===== config.mk =====
export PLATFORM = sky130hd
export DESIGN_NAME = kls_ram
export DESIGN_NICKNAME = d
export VERILOG_FILES = /design/src/design/kls_ram.sv
export SDC_FILE = /design/constraint.sdc
export NUM_CORES = 2
export LEC_CHECK = 0
export ABC_CLOCK_PERIOD_IN_PS = 10800
export BUFFER_PORTS_ARGS = -buffer_cell sky130_fd_sc_hd__buf_2
export CAP_MARGIN = 0
export CELL_PAD_IN_SITES_DETAIL_PLACEMENT = 1
export CELL_PAD_IN_SITES_GLOBAL_PLACEMENT = 2
export CORE_ASPECT_RATIO = 0.7
export CORE_MARGIN = 1.5
export CORE_UTILIZATION = 45
export CTS_BUF_LIST = sky130_fd_sc_hd__clkbuf_8
export DETAILED_ROUTE_END_ITERATION = 8
export PLACE_DENSITY_LB_ADDON = 0.1
export SYNTH_ARGS = -nofsm -noshare
export SYNTH_HDL_FRONTEND = slang
export SYNTH_SLANG_ARGS = --single-unit

===== constraint.sdc =====
create_clock -name aclk -period 10.8 [get_ports aclk]
set_input_delay 2.16 -clock aclk [delete_from_list [all_inputs] [get_ports aclk]]
set_output_delay 2.16 -clock aclk [all_outputs]
set_load 0.02 [all_outputs]

===== src/design/kls_ram.sv =====
// ----------------------------------------------------------------------------
// kls_ram: generic simple dual-port RAM
// One write port, one read port, read data registered.
// ----------------------------------------------------------------------------
module kls_ram #(
    parameter int WIDTH = 32,
    parameter int DEPTH = 64
) (
    input  logic                                         aclk,
    input  logic                                         we,
    input  logic [((DEPTH > 1) ? $clog2(DEPTH) : 1)-1:0] waddr,
    input  logic [WIDTH-1:0]                             wdata,
    input  logic [((DEPTH > 1) ? $clog2(DEPTH) : 1)-1:0] raddr,
    output logic [WIDTH-1:0]                             rdata
);

    logic [WIDTH-1:0] mem [DEPTH];

    always_ff @(posedge aclk) begin
        if (we) begin
            mem[waddr] <= wdata;
        end
        rdata <= mem[raddr];
    end

endmodule


# ---- Word-level counts from Yosys, hierarchy flattened
# Memories as Yosys holds them, arrays and structs flattened. A register that Yosys moved wholly into a read port is not among the register bits.
# Index checks and enable logic that the tools add are counted.
dict set report word_totals {
  register_bits 0
  ramBits 2048
  wordCells 3
  n_memories 1
}
# name depth width read_ports rd_clocked_by_memory_dff write_ports line_no
set memory_table {}
lappend memory_table {mem 64 32 1 1 1 17} ;# logic [WIDTH-1:0] mem [DEPTH];
dict set report classes {
  n_mux 2
}
# op count
set ops {}
lappend ops {{$mux W1} 2}

# ---- Logic depth before layout (Yosys ltp)
dict set report logic_depth {
  word_depth 2
  mapped_depth 10
  mapped_depth_nobuf 5
}

# ---- Worst setup path after synthesis
# OpenSTA, ideal clock, no wires.
dict set report synth_timing {
  kind {input to register}
  from {input waddr[3] (netlist bit)}
  to {memory mem[48][0] (enable)}
  arrival_time_ns 4.859
  required_time_ns 10.339
  slack_ns 5.480
  cell_stages 4
  path_cell_list {clkbuf_1 nor2b_1 nand4b_1 nor3_1}
}
# item line_no
set synth_lines {}
lappend synth_lines {{from (decl)} 11} ;# input logic [((DEPTH > 1) ? $clog2(DEPTH) : 1)-1:0] waddr,
lappend synth_lines {{to (decl)} 17}
# No word-level cell before the write port.

==> results.txt <==
The first routing iteration left about 4800 violations. For this run, the number of Yosys warnings is 0. The final total negative setup slack came out at 0 ns.

The number of gates resized after CTS was 0. The die area came out at approximately 180000 um^2. Once the floorplan was initialized, standard cells occupied approximately 45% of the core.

The critical path required time came out at 11.64 ns. For this block, the routed nets add up to 230000 um of wire. The share of layout cells above drive strength 1 is between 30% and 40%. The number of max-capacitance violations reported is 0. The number of slew-limit violations in the final report is 0. At the pin with the least slew margin, the transition time is about 1.4 ns. The cell sitting at the root of the clock tree is a clkbuf_8. The number of nets with antenna violations after routing is 0.

The final worst hold slack is slightly below 0.8 ns. The count of non-filler cells in the finished layout came out at 6255. The core footprint came out at 174000 um^2.

The global-route wire length before repair is between 300000 and 400000 um. The critical path startpoint category is an input port. The number of buffers inserted during clock tree synthesis is about 330. The ratio of routed vias to standard cells came out at just over 6. The DRC violations left came out at 0. The power per cell area is between 150 and 200 nW/um^2. The chip height came out at between 300 and 400 um. The tightest slew margin relative to the limit is approximately 5.4%. The maximum clock skew at final layout came out at 0.0540 ns. The endpoint arrival time on the critical path came out at between 6 and 7 ns. The post-CTS setup repair buffer count came out at 0. The post-synthesis sequential element count came out at approximately 2100. The width of the chip came out at between 500 and 600 um. The total number of placement rows came out at approximately 130.

Setup violations remaining at the end of the flow were counted as 0. The capturing element type of the critical path is a flip-flop. The fraction of the yosys area taken by sequential cells is about four fifths. The maximum number of pins on one net before global-route repair is 95.

The boundary pin count came out at just under 80. The maximum achievable frequency came out at 185 MHz. The area added between synthesis and finish is 12.6%. The initial antenna violation count is 28.

Counting tap cells, the placed design contains a total of about 5700 instances. For this design the static power due to leakage is 27.7 nW. The post-synthesis net count is between 3000 and 4000. In the layout the commonest cells are edfxtp_1 (2048), mux4_2 (544), clkbuf_8 (365).

The routability congestion estimate is about 0.76. The post-placement worst setup slack is between 4 and 5 ns. The worst setup path is of the input port to flip-flop kind. The total overflow reported by the global router came out at 0. Detailed routing inserted a total of about 38000 vias. Leaving out fill and tap cells, the most frequent cell in the layout is edfxtp_1. The fill cell total of the finished layout is around 15000. VDD sags by at most 0.117 mV.

The count of input and output buffers came out at 77. The total half-perimeter wirelength after legalization and detailed placement came out at 119000 um. The cell area after layout is 88400 um^2. The tightest min-delay check is of the flip-flop to flip-flop type. The cell area that synthesis handed to floorplanning was 78500 um^2. Yosys mapped the design onto 34 distinct sky130hd cell types.

The clock net sink count is 2080. The final routed wire length divided by cell count is 36.7 um. Summing all placed instances gives a cell area of about 82000 um^2. The H-tree was split into 5 levels. The final layout net count is 3710. The run finished with clean final reports. The worst-path maximum fanout is 73. The number of synthesized flops with an enable pin is 2048. The via count of the first global-routing pass came out at roughly 40000. The post-synthesis average cell area is 23.6 um^2. The prevailing post-synth register cell is edfxtp_1.

The global routing usage summed across all routing layers is about a quarter. The CTS tree is built. The source-to-sink clock delay at the later pin of the worst-skew pair is ~1.0 ns. The worst-case clock buffer depth came out at 4. The number of failing hold endpoints at the final stage came out at 0. The share of the clock period used by the worst path after layout is 50.0%. The proportion of register bits with asynchronous set or reset after synthesis is 0%.

The gate count after technology mapping is approximately 3300. Setup repair after global routing left no endpoint under its margin. The clock slew at the register clock pins of the worst setup and hold paths came out at around 0.06 ns. The total iterations of the first detailed-routing run came out at 5. Buffers inserted to repair hold after CTS numbered 0. The setup slack after layout came out at roughly 5.4 ns. The clock period minus worst slack came out at between 5 and 6 ns.
[cells by family after synthesis]
logic type | synth area share, %
DFF | 79.1
muxes | 16.8
and+or+nand+nor | 1.27
AOI/OAI and AO/OA | 1.67
buffers and inverters | 1.13
[worst max-delay path, cell delays in order]
cell and delay [ns]:
buf_8 0.50, buf_4 0.57, buf_4 0.98, mux4_2 0.42
mux4_2 0.49, o22ai_1 0.80, nor2_1 0.12
[sequential cells by signal, indices dropped and copies added (netlist names)]
signal  cells
rdata      32
mem      2048
[area by class of cell]
class	count	area [um^2]	area share, %
repair buffers	186	1330	1.50
well taps	2340	2930	3.31
clock buffers	365	5020	5.68
multi-input cells	1062	16000	18.1
diodes	9	22.5	0.0255
clock inverters	213	986	1.12
flip-flops and latches	2080	62100	70.3
[worst paths after layout]
kind	start	slack [ns]	cells after the start	end
setup reg to reg	mem[62][31]$_DFFE_PP_	8.11	4	rdata[31]$_DFF_P_
hold reg to reg	mem[29][20]$_DFFE_PP_	0.78	4	rdata[20]$_DFF_P_
setup / recovery	raddr[1]	5.40	7	rdata[21]$_DFF_P_
hold / removal	mem[29][20]$_DFFE_PP_	0.78	4	rdata[20]$_DFF_P_
[synth_stat cells (all sizes together) (2+ instances only)]
| master | number | area (um^2) |
|---|---|---|
| a21oi | 62 | 310 |
| a22oi | 12 | 90.1 |
| a311oi | 8 | 70.1 |
| a41o | 4 | 40.0 |
| and2 | 2 | 12.5 |
| and3 | 4 | 25.0 |
| buf | 108 | 608 |
| clkbuf | 74 | 278 |
| dfxtp | 32 | 641 |
| edfxtp | 2048 | 61500 |
| mux2i | 93 | 931 |
| mux4 | 544 | 12300 |
| nand2 | 26 | 97.6 |
| nand2b | 8 | 50.1 |
| nand3 | 5 | 25.0 |
| nand3b | 5 | 37.5 |
| nand4 | 2 | 12.5 |
| nor2 | 137 | 514 |
| nor2b | 15 | 93.8 |
| nor3 | 7 | 35.0 |
| o221ai | 27 | 236 |
| o22ai | 84 | 526 |
| o32ai | 4 | 35.0 |
| or2 | 3 | 18.8 |
| or3 | 3 | 18.8 |
| or3b | 5 | 43.8 |
[power by group]
part,internal (mW),switching (mW)
Combinational,0.291,0.542
Sequential,8.94,0.0453
Clock,3.21,3.08
Total,12.4,3.66
[per-layer routing]
metal	vias to the layer above	wire, um	GRT usage [%]
met4	4	4170	6.05
met5	-	27	0
met1	21100	102000	40.4
met2	1598	106000	39.6
met3	322	17500	4.34
li1	15000	-	-
[through the flow]
| stage | util (%) | power, mW |
|---|---|---|
| after floorplan | - | 9.58 |
| after global placement | 47.4 | 9.97 |
| after detailed placement | 47.4 | 10.0 |
| after CTS | 50.9 | 16.3 |
| after global routing | 50.9 | 16.6 |
| final | 50.9 | 16.1 |
Power figures use the tool's default switching activity.
