File: src/design/kls_pkg.sv
// ----------------------------------------------------------------------------
// kls_pkg: shared types and constants of the keyframe linear sampler
// Holds the table size, fixed-point format, word types and status codes.
// ----------------------------------------------------------------------------
package kls_pkg;

    localparam int MAX_KEYS   = 64;
    localparam int FRAC_BITS  = 16;

    localparam int ADDR_W     = (MAX_KEYS > 1) ? $clog2(MAX_KEYS) : 1;
    localparam int CNT_W      = $clog2(MAX_KEYS + 1);

    // fraction runs from 0 to 2^FRAC_BITS inclusive
    localparam int QUOT_W     = FRAC_BITS + 1;
    localparam int DIV_CNT_W  = $clog2(QUOT_W + 1);
    localparam int PROD_W     = 33 + QUOT_W + 1;

    localparam logic CMD_APPEND = 1'b0;
    localparam logic CMD_SAMPLE = 1'b1;

    typedef enum logic [1:0] {
        ST_OK    = 2'd0,
        ST_EMPTY = 2'd1,
        ST_FULL  = 2'd2
    } status_t;

    typedef logic [2:0][31:0] vec_t;

    typedef struct packed {
        logic               cmd;
        logic               first_key;
        logic [31:0]        time_value;
        logic signed [31:0] key_x;
        logic signed [31:0] key_y;
        logic signed [31:0] key_z;
    } in_word_t;

    typedef struct packed {
        logic signed [31:0] out_x;
        logic signed [31:0] out_y;
        logic signed [31:0] out_z;
        status_t            status;
    } out_word_t;

    typedef struct packed {
        logic [31:0] key_time;
        vec_t        val;
    } key_entry_t;

endpackage

File: src/design/kls_div.sv
// ----------------------------------------------------------------------------
// kls_div: restoring fraction divider
// Gives floor(numer * 2^FRAC_BITS / denom) for numer <= denom, one bit a cycle.
// ----------------------------------------------------------------------------
module kls_div
    import kls_pkg::*;
(
    input  logic              aclk,
    input  logic              aresetn,
    input  logic              start,
    input  logic [31:0]       numer,
    input  logic [31:0]       denom,
    output logic              done,
    output logic [QUOT_W-1:0] quot
);

    logic                 busy_reg, busy_next;
    logic                 done_reg, done_next;
    logic [DIV_CNT_W-1:0] cnt_reg, cnt_next;
    logic [32:0]          rem_reg, rem_next;
    logic [31:0]          den_reg, den_next;
    logic [QUOT_W-1:0]    quot_reg, quot_next;

    logic                 bit_set;
    logic [32:0]          rem_sub;

    always_comb begin
        bit_set   = rem_reg >= {1'b0, den_reg};
        rem_sub   = bit_set ? (rem_reg - {1'b0, den_reg}) : rem_reg;
        busy_next = busy_reg;
        done_next = 1'b0;
        cnt_next  = cnt_reg;
        rem_next  = rem_reg;
        den_next  = den_reg;
        quot_next = quot_reg;
        if (start) begin
            busy_next = 1'b1;
            cnt_next  = DIV_CNT_W'(QUOT_W);
            rem_next  = {1'b0, numer};
            den_next  = denom;
        end else if (busy_reg) begin
            // remainder stays below the divisor, so the shift never overflows
            rem_next  = {rem_sub[31:0], 1'b0};
            quot_next = {quot_reg[QUOT_W-2:0], bit_set};
            cnt_next  = cnt_reg - DIV_CNT_W'(1);
            if (cnt_reg == DIV_CNT_W'(1)) begin
                busy_next = 1'b0;
                done_next = 1'b1;
            end
        end
    end

    always_ff @(posedge aclk) begin
        if (!aresetn) begin
            busy_reg <= 1'b0;
            done_reg <= 1'b0;
            cnt_reg  <= '0;
        end else begin
            busy_reg <= busy_next;
            done_reg <= done_next;
            cnt_reg  <= cnt_next;
        end
        rem_reg  <= rem_next;
        den_reg  <= den_next;
        quot_reg <= quot_next;
    end

    assign done = done_reg;
    assign quot = quot_reg;

endmodule

File: config.mk
export PLATFORM = sky130hd
export DESIGN_NAME = kls_div
export DESIGN_NICKNAME = d
export VERILOG_FILES = /design/src/design/kls_pkg.sv /design/src/design/kls_div.sv
export SDC_FILE = /design/constraint.sdc
export NUM_CORES = 1
export LEC_CHECK = 0
export BUFFER_PORTS_ARGS = -buffer_cell sky130_fd_sc_hd__buf_2
export CORE_ASPECT_RATIO = 0.75
export CORE_MARGIN = 5
export CORE_UTILIZATION = 55
export CTS_CLUSTER_SIZE = 30
export DETAILED_ROUTE_END_ITERATION = 8
export PLACE_DENSITY = 0.78
export SYNTH_ARGS = -nofsm -noshare
export SYNTH_HDL_FRONTEND = slang
export SYNTH_SLANG_ARGS = --single-unit
export TNS_END_PERCENT = 20
File: constraint.sdc
create_clock -name aclk -period 3.3 [get_ports aclk]
set_input_delay 0.66 -clock aclk [delete_from_list [all_inputs] [get_ports aclk]]
set_output_delay 0.66 -clock aclk [all_outputs]
set_load 0.01 [all_outputs]
## Word-level counts from Yosys, hierarchy flattened

Index checks and enable logic that the tools add are counted.

| word-level totals | value |
|---|---|
| RAM bits | 0 |
| input bits | 67 |
| latch bits | 0 |
| memory bits (read-only) | 0 |
| memories | 0 |
| output and inout bits | 18 |
| register bits | 89 |
| logic and storage cells | 28 |

| cells by class | value |
|---|---|
| equal/unequal tests | 1 |
| multiply operators | 0 |
| order comparisons | 1 |
| div/mod/pow operators | 0 |
| reductions and logical operators | 4 |
| shift operators | 0 |
| add/subtract/negate cells | 2 |
| bitwise logic cells | 3 |
| muxes and demuxes | 9 |

Operators by type and width:

| cell | count |
|---|---|
| two-way mux 32 bit | 3 |
| >= comparator 33 x 32 -> 1 bit | 1 |
| subtractor 32 bit | 1 |
| two-way mux 5 bit | 2 |
| equality test 5 x 1 -> 1 bit (second input constant) | 1 |
| subtractor 5 x 1 -> 5 bit (second input constant) | 1 |
| two-way mux 1 bit | 4 |
| inverter 1 bit | 3 |
| OR reduction 3 bit | 1 |
| AND reduction 2 bit | 1 |
| nonzero test 2 bit | 1 |
| OR reduction 2 bit | 1 |

## Logic depth before layout (Yosys ltp)

Gate-level depths: netlist of run 1.

| logic depth | value |
|---|---|
| word-level depth | 4 |
| mapped depth | 14 |
| depth with buffers taken out | 12 |

## Worst setup path after synthesis of run 1

No wires, ideal clock.

| timing path | value |
|---|---|
| path kind | register -> register |
| start point | register rem_reg[0] |
| end point | register rem_reg[21], data pin |
| path slack | 0.336 ns |
| path buffers | 0 |
| arrival time | 2.704 ns |
| clock period less this slack | 2.964 ns |
| setup time | 0.260 ns |
| stages on the path, launching flop included | 13 |
| data required time | 3.040 ns |
| path through | edfxtp_1 > inv_1 > ha_1 > inv_1 > fa_1 > a21o_1 > a31o_2 > a21oi_1 > o21ai_1 > a211oi_1 > xnor2_1 > mux2_4 > mux2_2 |

| on the way | value |
|---|---|
| longest elaborated chain between the ends | 4 |
| elaborated cells between the ends (all ways) | 5 |
| classes of those cells | add/sub: 1; order compare: 1; mux: 3 |

RTL lines:

| what | line | text |
|---|---|---|
| start: declaration | kls_div.sv:20 | `logic [32:0] rem_reg, rem_next;` |
| start signal: assignment | kls_div.sv:63 | `rem_reg <= rem_next;` |
| subtractor 32 bit / >= comparator 33 x 32 -> 1 bit (equally long branches) | kls_div.sv:29, kls_div.sv:28 |  |
| two-way mux 32 bit (*) | kls_div.sv:29 | `rem_sub = bit_set ? (rem_reg - {1'b0, den_reg}) : rem_reg;` |
| two-way mux 32 bit (*) | kls_div.sv:41 | `end else if (busy_reg) begin` |
| two-way mux 32 bit (*) | kls_div.sv:36 | `if (start) begin` |
| net rem_next[21] | kls_div.sv:20 |  |

The timed path passes the listed nets; every way through them passes the cells marked *. The select of a mux whose other input is x is not followed.
A chain may end at the register's enable or synchronous reset.

## Final worst setup path of run 1

Same ends and word-level chain as after synthesis.

==> flow_summary.yaml, run 1 <==
timing:
  skew_ns: 0.00867
  hold_viol: 0
  worst_slew_pin_slew_ns: 0.864
  period_needed_ns: 3.12
  setup_ws_ns: 0.176
  max_freq_ghz: 0.320
  relSlewSlack_pct: 42.2
  setup_viol: 0
  finalCritPeriodShare_pct: 94.7
  maxSlewViolCount: 0
critical_path:
  critPathKind: "reg2reg"
  worstPathArrival_ns: 3.22
  critPathCaptureType: "flip-flop"
  setup.worst_path.start_class: "flip-flop"
  cp_max_fo: 3
  required_ns: 3.40
  r2r_cells: 12
synthesis:
  netlist.area_leader.share_pct: 46.0
  yosysTopAreaCell: "edfxtp_1"
  synthArstFlopShare_pct: 0
  synth_seq_cells: 89
  synth_cells: 479
  synth.cells.most_frequent: "edfxtp_1, inv_1, a21oi_1"
  synth_edf_count: 81
  syn_nets: 581
  syn_area_per_cell_um2: 11.0
  synth_top_flop_cell: "edfxtp_1"
  yosys_warnings: 0
  synth_area_leaders: "edfxtp_1, ha_1, a21oi_1"
  synth_area_um2: 5290
  yosysMostFrequentCell: "edfxtp_1"
  synth-seq-area-share_pct: 49.1
  yosys.cell_types.count: 56
layout:
  antennaDiodeCount: 0
  stdcell_area_um2: 6280
  layout.nets: 679
  areaGrowthSynthToFinish_pct: 18.8
  layout-drive-gt1-share_pct: 25.9
  largest_register_ffs: 33
  post-route-util_pct: 66.1
status:
  status: "finished, final reports clean"
die:
  die_area_um2: 11700
  start_util_pct: 55.6
  die_w_um: 123
  io_pins: 85
  core_um2: 9500
  rows: 31
  die_y_um: 94.9
routing:
  viasPerCell: 5.63
  final_antenna_net_count: 0
  route.met2.wl_um: 5120
  wl_met3_um: 756
  drc: 0
  first_pass_iters: 5
  wl_met1_um: 5300
  routed_wl_um: 11300
  top_layer: "met4"
  dr_total_vias: 4018
  drt_iter0_markers: 283
  wl_per_cell_um: 15.8
flow_run:
  drv_cap: 0
clock_network:
  clk_pin_slew_ns: 0.07
  cts-root-buf: "clkbuf_16"
  clockBufferDepth: 2
  clock_sink_count: 89
  ctsHoldBuffers: 0
  clk_latency_ns: 0.35
  cts-htree-levels: 3
  cts_buffers: 9
  cts_tree: "done"
placement:
  port_buffers: 84
  hpwl_um: 8390
  preCtsSetupSlack_ns: 0.0891
  routabilityCongestion: 0.900
  place_area_um2: 5930
global_route:
  grt_overflow: 0
  track_usage_pct: 19.9
  antenna_found_initial: 0
  grt_pass1_vias: 3835
  grt_first_pass_wirelength_um: 18300
  grt_max_degree: 49
hold_path:
  worstHoldPathCells: 0
  hold_class: "reg2reg"
power_and_ir_drop:
  vdd_drop_max_mv: 0.406
  power_density_nw_per_um2: 755
  leakage_nw: 2.70
power breakdown:
part	switching (mW)	internal, mW
combinational	1.14	1.00
clock	0.445	0.591
sequential	0.0950	1.47
total	1.68	3.06
critical path: stages, from the launching register on:
cell      delay [ns]
edfxtp_1        0.35
inv_1           0.08
ha_1            0.18
inv_1           0.07
fa_1            0.40
a21o_1          0.23
a31o_2          0.26
a21oi_2         0.20
o21ai_1         0.12
a211oi_1        0.30
xnor2_1         0.14
mux2_4          0.27
mux2_2          0.26
kinds of logic (layout without fill, tap and decap cells):
logic type / count (synthesis) / in the layout / share of synthesized area (%)
compound gates: 126 / 126 / 16.1
xor+xnor: 28 / 28 / 4.64
fa+ha+maj: 35 / 35 / 8.43
buf+inv: 63 / 166 / 4.85
flops: 89 / 89 / 49.1
mux: 26 / 26 / 5.85
simple gates: 112 / 112 / 11.1
what timing repair did:
action / CTS / global route
setup buffers: 0 / 2
setup endpoints to repair: 0 / 19
resized for setup: 0 / 7
per-layer routing:
metal  track usage (%)  vias up
li1                  -     1978
met1              27.7     1875
met2              31.3      151
met3              4.43       14
met4              5.44        0
met5                 0        -
path summary, 6_finish.rpt:
check / slack [ns] / to / from
worst min register to register: 0.44 / quot[4] / quot[3]
worst max-delay path: 0.18 / rem_reg[21] / rem_reg[0]
worst min-delay path: 0.44 / quot[4] / quot[3]
worst max register to register: 0.18 / rem_reg[21] / rem_reg[0]
cell type report:
type                    count  area [µm²]
repair buffers            101         563
fillers                   739        3220
flip-flops and latches     89        2590
clock inverters             7        78.8
clock buffers               9         225
inverters                  49         189
well taps                 132         165
multi-input cells         327        2460
through the flow:
step	power, mW	TNS (ns)	hold WS [ns]	instances
2_1_floorplan	3.17	0	0.460	479
3_3_place_gp	3.58	0	0.424	696
3_5_place_dp	3.64	0	0.428	696
4_1_cts	4.69	0	0.446	712
5_1_grt	5.05	-0.00195	0.461	714
6_report	4.74	0	0.444	714
layout by cell type, fill, tap and decap left out, drive strengths merged, types with 3 or more instances in the layout:
master	synthesis	final
nor2	27	27
nor3b	10	10
and3	4	4
mux2i	5	5
a21o	16	16
o22ai	3	3
nor4	3	3
mux2	21	21
nor3	5	5
nand3	10	10
o211ai	6	6
ha	34	34
a221o	8	8
a21oi	37	37
inv	49	50
o21a	5	5
nand2b	6	6
or3	6	6
a211oi	5	5
a31oi	5	5
nand2	19	19
o21ai	19	19
nand4	9	9
buf	5	101
xnor2	19	19
edfxtp	81	81
o21bai	5	5
clkbuf	9	9
xor2	9	9
dfxtp	8	8
clkinvlp	0	3
nor2b	8	8
Note: power is estimated with default switching activity, not from simulation.
==> run 2, diff against run 1 <==
--- a/config.mk
+++ b/config.mk
@@ -12,6 +12,8 @@
 export CTS_CLUSTER_SIZE = 30
 export DETAILED_ROUTE_END_ITERATION = 8
 export PLACE_DENSITY = 0.78
+export RECOVER_POWER = 50
+export SLEW_MARGIN = 10
 export SYNTH_ARGS = -nofsm -noshare
 export SYNTH_HDL_FRONTEND = slang
 export SYNTH_SLANG_ARGS = --single-unit
==> run 2 against run 1 <==
  * The flow now finishes with violations (max-capacitance violations, max-slew violations)
  * Fmax hardly changed
  * Utilization decreased by 0.12 points
  * Clock power hardly changed
  * Power is essentially flat
  * Largest cell class unchanged
==> flow_summary.yaml, run 2 (synthesis results as in run 1) <==
status:
  status: "finished, violations left"
  violations: "max-capacitance violations, max-slew violations"
power_and_ir_drop:
  vdd_drop_max_mv: 0.406
  power_density_nw_per_um2: 756
  leakage_nw: 2.70
timing:
  period_needed_ns: 3.12
  setup_tns_ns: 0
  setup_ws_ns: 0.177
  relSlewSlack_pct: -18.9
  skew_ns: 0.00867
  hold_viol: 0
  setup_viol: 0
  finalCritPeriodShare_pct: 94.6
  worst_slew_pin_slew_ns: 1.78
  max_freq_ghz: 0.320
  maxSlewViolCount: 49
  whs_ns: 0.444
clock_network:
  clockBufferDepth: 2
  ctsHoldBuffers: 0
  cts-root-buf: "clkbuf_16"
  clk_pin_slew_ns: 0.07
  clk_latency_ns: 0.35
  cts_tree: "done"
  cts_buffers: 9
  cts-htree-levels: 3
  clock_sink_count: 89
layout:
  antennaDiodeCount: 0
  areaGrowthSynthToFinish_pct: 18.6
  largest_register_ffs: 33
  final_cell_mix: "buf_2, edfxtp_1, inv_1"
  layout-drive-gt1-share_pct: 25.6
  fillerInstances: 741
  multi_input_area_um2: 2460
  mostFrequentLayoutCell: "buf_2"
  layout.nets: 679
  seqCellArea_um2: 2590
routing:
  wl_per_cell_um: 15.8
  drt_iter0_markers: 271
  first_pass_iters: 4
  routed_wl_um: 11300
  final_antenna_net_count: 0
  viasPerCell: 5.61
  dr_total_vias: 4007
  drc: 0
placement:
  routabilityCongestion: 0.900
  port_buffers: 84
  hpwl_um: 8390
  preCtsSetupSlack_ns: 0.0891
global_route:
  grt_max_degree: 49
  grt_pass1_vias: 3835
  grt_overflow: 0
  antenna_found_initial: 0
  track_usage_pct: 19.9
  grt_first_pass_wirelength_um: 18300
critical_path:
  setup.worst_path.start_class: "flip-flop"
  critPathKind: "reg2reg"
  reg2reg_slack_ns: 0.18
  worstPathArrival_ns: 3.22
  critPathCaptureType: "flip-flop"
  required_ns: 3.40
  cp_max_fo: 3
flow_run:
  drv_cap: 1
die:
  die_y_um: 94.9
  rows: 31
  core_um2: 9500
  start_util_pct: 55.6
  die_w_um: 123
  io_pins: 85
  die_area_um2: 11700
hold_path:
  hold_class: "reg2reg"
-- run 2: final timing paths --
path,depth (start not counted),start,end
setup / recovery,12,rem_reg[0],rem_reg[21]
hold / removal,0,quot[3],quot[4]
hold reg to reg,0,quot[3],quot[4]
setup reg to reg,12,rem_reg[0],rem_reg[21]
-- run 2: worst max-delay path, stage by stage, from the launching register on --
cell and delay, ns:
edfxtp_1 0.35, inv_1 0.08, ha_1 0.18, inv_1 0.07
fa_1 0.40, a21o_1 0.23, a31o_2 0.26, a21oi_2 0.20
o21ai_1 0.12, a211oi_1 0.30, xnor2_1 0.14, mux2_4 0.27
mux2_2 0.26
-- run 2: timing repair --
item / in CTS / in global routing
setup buffers: 0 / 2
hold endpoints to repair: 0 / 0
endpoints found under the setup margin: 0 / 19
gates resized for setup: 0 / 7
-- run 2: report_power, final --
group	internal, mW	total [mW]	switching (mW)
combinational	0.998	2.14	1.14
sequential	1.47	1.57	0.0951
clock	0.591	1.04	0.444
total	3.06	4.74	1.68
-- run 2: area by class of cell --
cell class | instances | share of cell area, %
Inverter | 49 | 3.01
Sequential cell | 89 | 41.4
Timing Repair Buffer | 101 | 8.80
Clock inverter | 7 | 1.26
Multi-Input combinational cell | 327 | 39.3
Tap cell | 132 | 2.64
Clock buffer | 9 | 3.59
-- run 2: per-layer routing --
layer  GRT usage, %  vias up  part of all wire [%]  wire [µm]
li1               -     1977                     -          -
met1           27.7     1875                    47       5300
met2           31.3      143                    45       5130
met3           4.43       12                   6.5        737
met4           5.44        0                   1.1        129
met5              0        -                     0          0
-- run 2: metrics by stage --
step                      std cells  cell area, µm²  power [mW]  utilization, %
final                           714            6270        4.74            66.0
after global placement          696            5930        3.58            62.4
after CTS                       712            6230        4.69            65.6
after floorplan                 479            5290        3.17               -
after detailed placement        696            5930        3.64            62.4
after global routing            714            6270        5.04            66.0
==> run 3, diff against run 2 <==
--- a/config.mk
+++ b/config.mk
@@ -11,7 +11,7 @@
 export CORE_UTILIZATION = 55
 export CTS_CLUSTER_SIZE = 30
 export DETAILED_ROUTE_END_ITERATION = 8
-export PLACE_DENSITY = 0.78
+export PLACE_DENSITY = 0.83
 export RECOVER_POWER = 50
 export SLEW_MARGIN = 10
 export SYNTH_ARGS = -nofsm -noshare
==> run 3 against run 2 <==
  * The run now ends clean
  * Count of clock-buffer cells in the layout increased by 1
  * Utilization down 0.53 points
  * Register-to-register slack worse by 0.04 ns
  * Sequential share of layout area grew 0.33 points
  * Non-clock buffer count fell by 4
  * Power down 0.10%
  * Sequential power is essentially flat
  * Die area did not move
  * Critical path type unchanged
  * Highest routed layer unchanged
==> flow_summary.yaml, run 3 (synthesis results as in run 1) <==
layout:
  fin_cells: 710
  antennaDiodeCount: 0
  final_cell_mix: "buf_2, edfxtp_1, inv_1"
  post-route-util_pct: 65.4
  seqCellArea_um2: 2590
  fillerInstances: 726
  largest_register_ffs: 33
  areaGrowthSynthToFinish_pct: 17.6
  multi_input_area_um2: 2460
  stdcell_area_um2: 6220
  layout.nets: 675
  mostFrequentLayoutCell: "buf_2"
  layout-drive-gt1-share_pct: 24.7
die:
  io_pins: 85
  die_w_um: 123
  rows: 31
  core_um2: 9500
  start_util_pct: 55.6
  die_y_um: 94.9
  die_area_um2: 11700
clock_network:
  clk_latency_ns: 0.35
  cts-htree-levels: 3
  cts_tree: "done"
  cts-root-buf: "clkbuf_16"
  cts_buffers: 9
  clock_sink_count: 89
  clk_pin_slew_ns: 0.06
  clockBufferDepth: 2
  postCtsSetupRepairBufs: 0
routing:
  top_layer: "met4"
  final_antenna_net_count: 0
  route.met2.wl_um: 5400
  wl_met1_um: 5150
  routed_wl_um: 11600
  drc: 0
  wl_met3_um: 872
  dr_total_vias: 4053
  wl_per_cell_um: 16.4
  viasPerCell: 5.71
  first_pass_iters: 4
  drt_iter0_markers: 233
timing:
  period_needed_ns: 3.17
  setup_viol: 0
  setup_ws_ns: 0.133
  hold_viol: 0
  skew_ns: 0.00505
  relSlewSlack_pct: 31.9
  finalCritPeriodShare_pct: 96.0
  setup_tns_ns: 0
  maxSlewViolCount: 0
  max_freq_ghz: 0.316
  rsz0062_at_grt: "false"
  worst_slew_pin_slew_ns: 1.02
  whs_ns: 0.449
power_and_ir_drop:
  leakage_nw: 2.68
  p_total_mw: 4.73
  power_density_nw_per_um2: 761
  vdd_drop_max_mv: 0.473
placement:
  preCtsSetupSlack_ns: 0.154
  place_area_um2: 5900
  hpwl_um: 8610
  port_buffers: 84
  routabilityCongestion: 0.898
  dpl.cell_count: 694
critical_path:
  critPathCaptureType: "flip-flop"
  cp.buffers_inverters: 1
  cp_max_fo: 25
  worstPathArrival_ns: 3.26
  setup.worst_path.start_class: "flip-flop"
  critPathMaxStageDelay_ns: 0.42
  crit_family: "compound AO/OA/AOI/OAI gates"
  required_ns: 3.40
  critical-path-slowest-cell: "edfxtp_1"
  path_cells: "ha_1 -> a21o_1 -> or3_1 -> o21ai_2 -> o21ai_1 -> o21a_2 -> a21oi_4 -> inv_6 -> mux2_4 -> mux2_2"
  critPathKind: "reg2reg"
global_route:
  antenna_found_initial: 0
  track_usage_pct: 20.9
  grt_overflow: 0
  grt_first_pass_wirelength_um: 19100
  grt_pass1_vias: 4065
  grt_max_degree: 50
status:
  status: "finished, final reports clean"
flow_run:
  drv_cap: 0
hold_path:
  hold_class: "reg2reg"
[run 3: changes by cell type in the layout (fill, tap and decap cells not counted), moves of 2 or more]
cell	before	now
buf_4	16	12
clkinvlp_4	3	0
inv_4	0	3
clkbuf_1	1	3
clkinv_4	2	0
[run 3: where the power goes]
part	internal, mW	leakage [nW]	total, mW	switching [mW]
clock network	0.610	0.154	1.04	0.433
registers	1.47	0.859	1.57	0.101
logic	0.969	1.66	2.12	1.15
[run 3: cell type report]
class | instances | area share, %
flip-flops and latches | 89 | 41.7
multi-input cells | 327 | 39.5
repair buffers | 97 | 8.23
clock buffers | 10 | 3.84
inverters | 49 | 3.04
well taps | 132 | 2.66
clock inverters | 6 | 1.01
[run 3: worst reg2reg max path: cells and delay by family, from the launching register on]
family,cells,cell delay [ns]
AOI/OAI and AO/OA,5,0.98
muxes,2,0.59
DFF,1,0.42
adders and majority gates,1,0.41
and+or+nand+nor,1,0.37
buffers and inverters,1,0.15
[run 3: worst paths after layout]
kind                   start         end  slack (ns)  cells past startpoint
setup / recovery  rem_reg[4]  rem_reg[9]        0.13                     10
hold / removal       quot[6]     quot[7]        0.45                      0
setup reg to reg  rem_reg[4]  rem_reg[9]        0.13                     10
hold reg to reg      quot[6]     quot[7]        0.45                      0
[run 3: metal layers]
layer  up-vias  global-route usage, %
li1       1971                      -
met3        24                   5.45
met5         -                      0
met1      1904                   27.1
met4         0                   8.76
met2       154                   33.4
[run 3: what timing repair did]
item | CTS | global route
gates resized for setup | 0 | 6
hold buffers | 0 | 0
endpoints found under the setup margin | 0 | 20
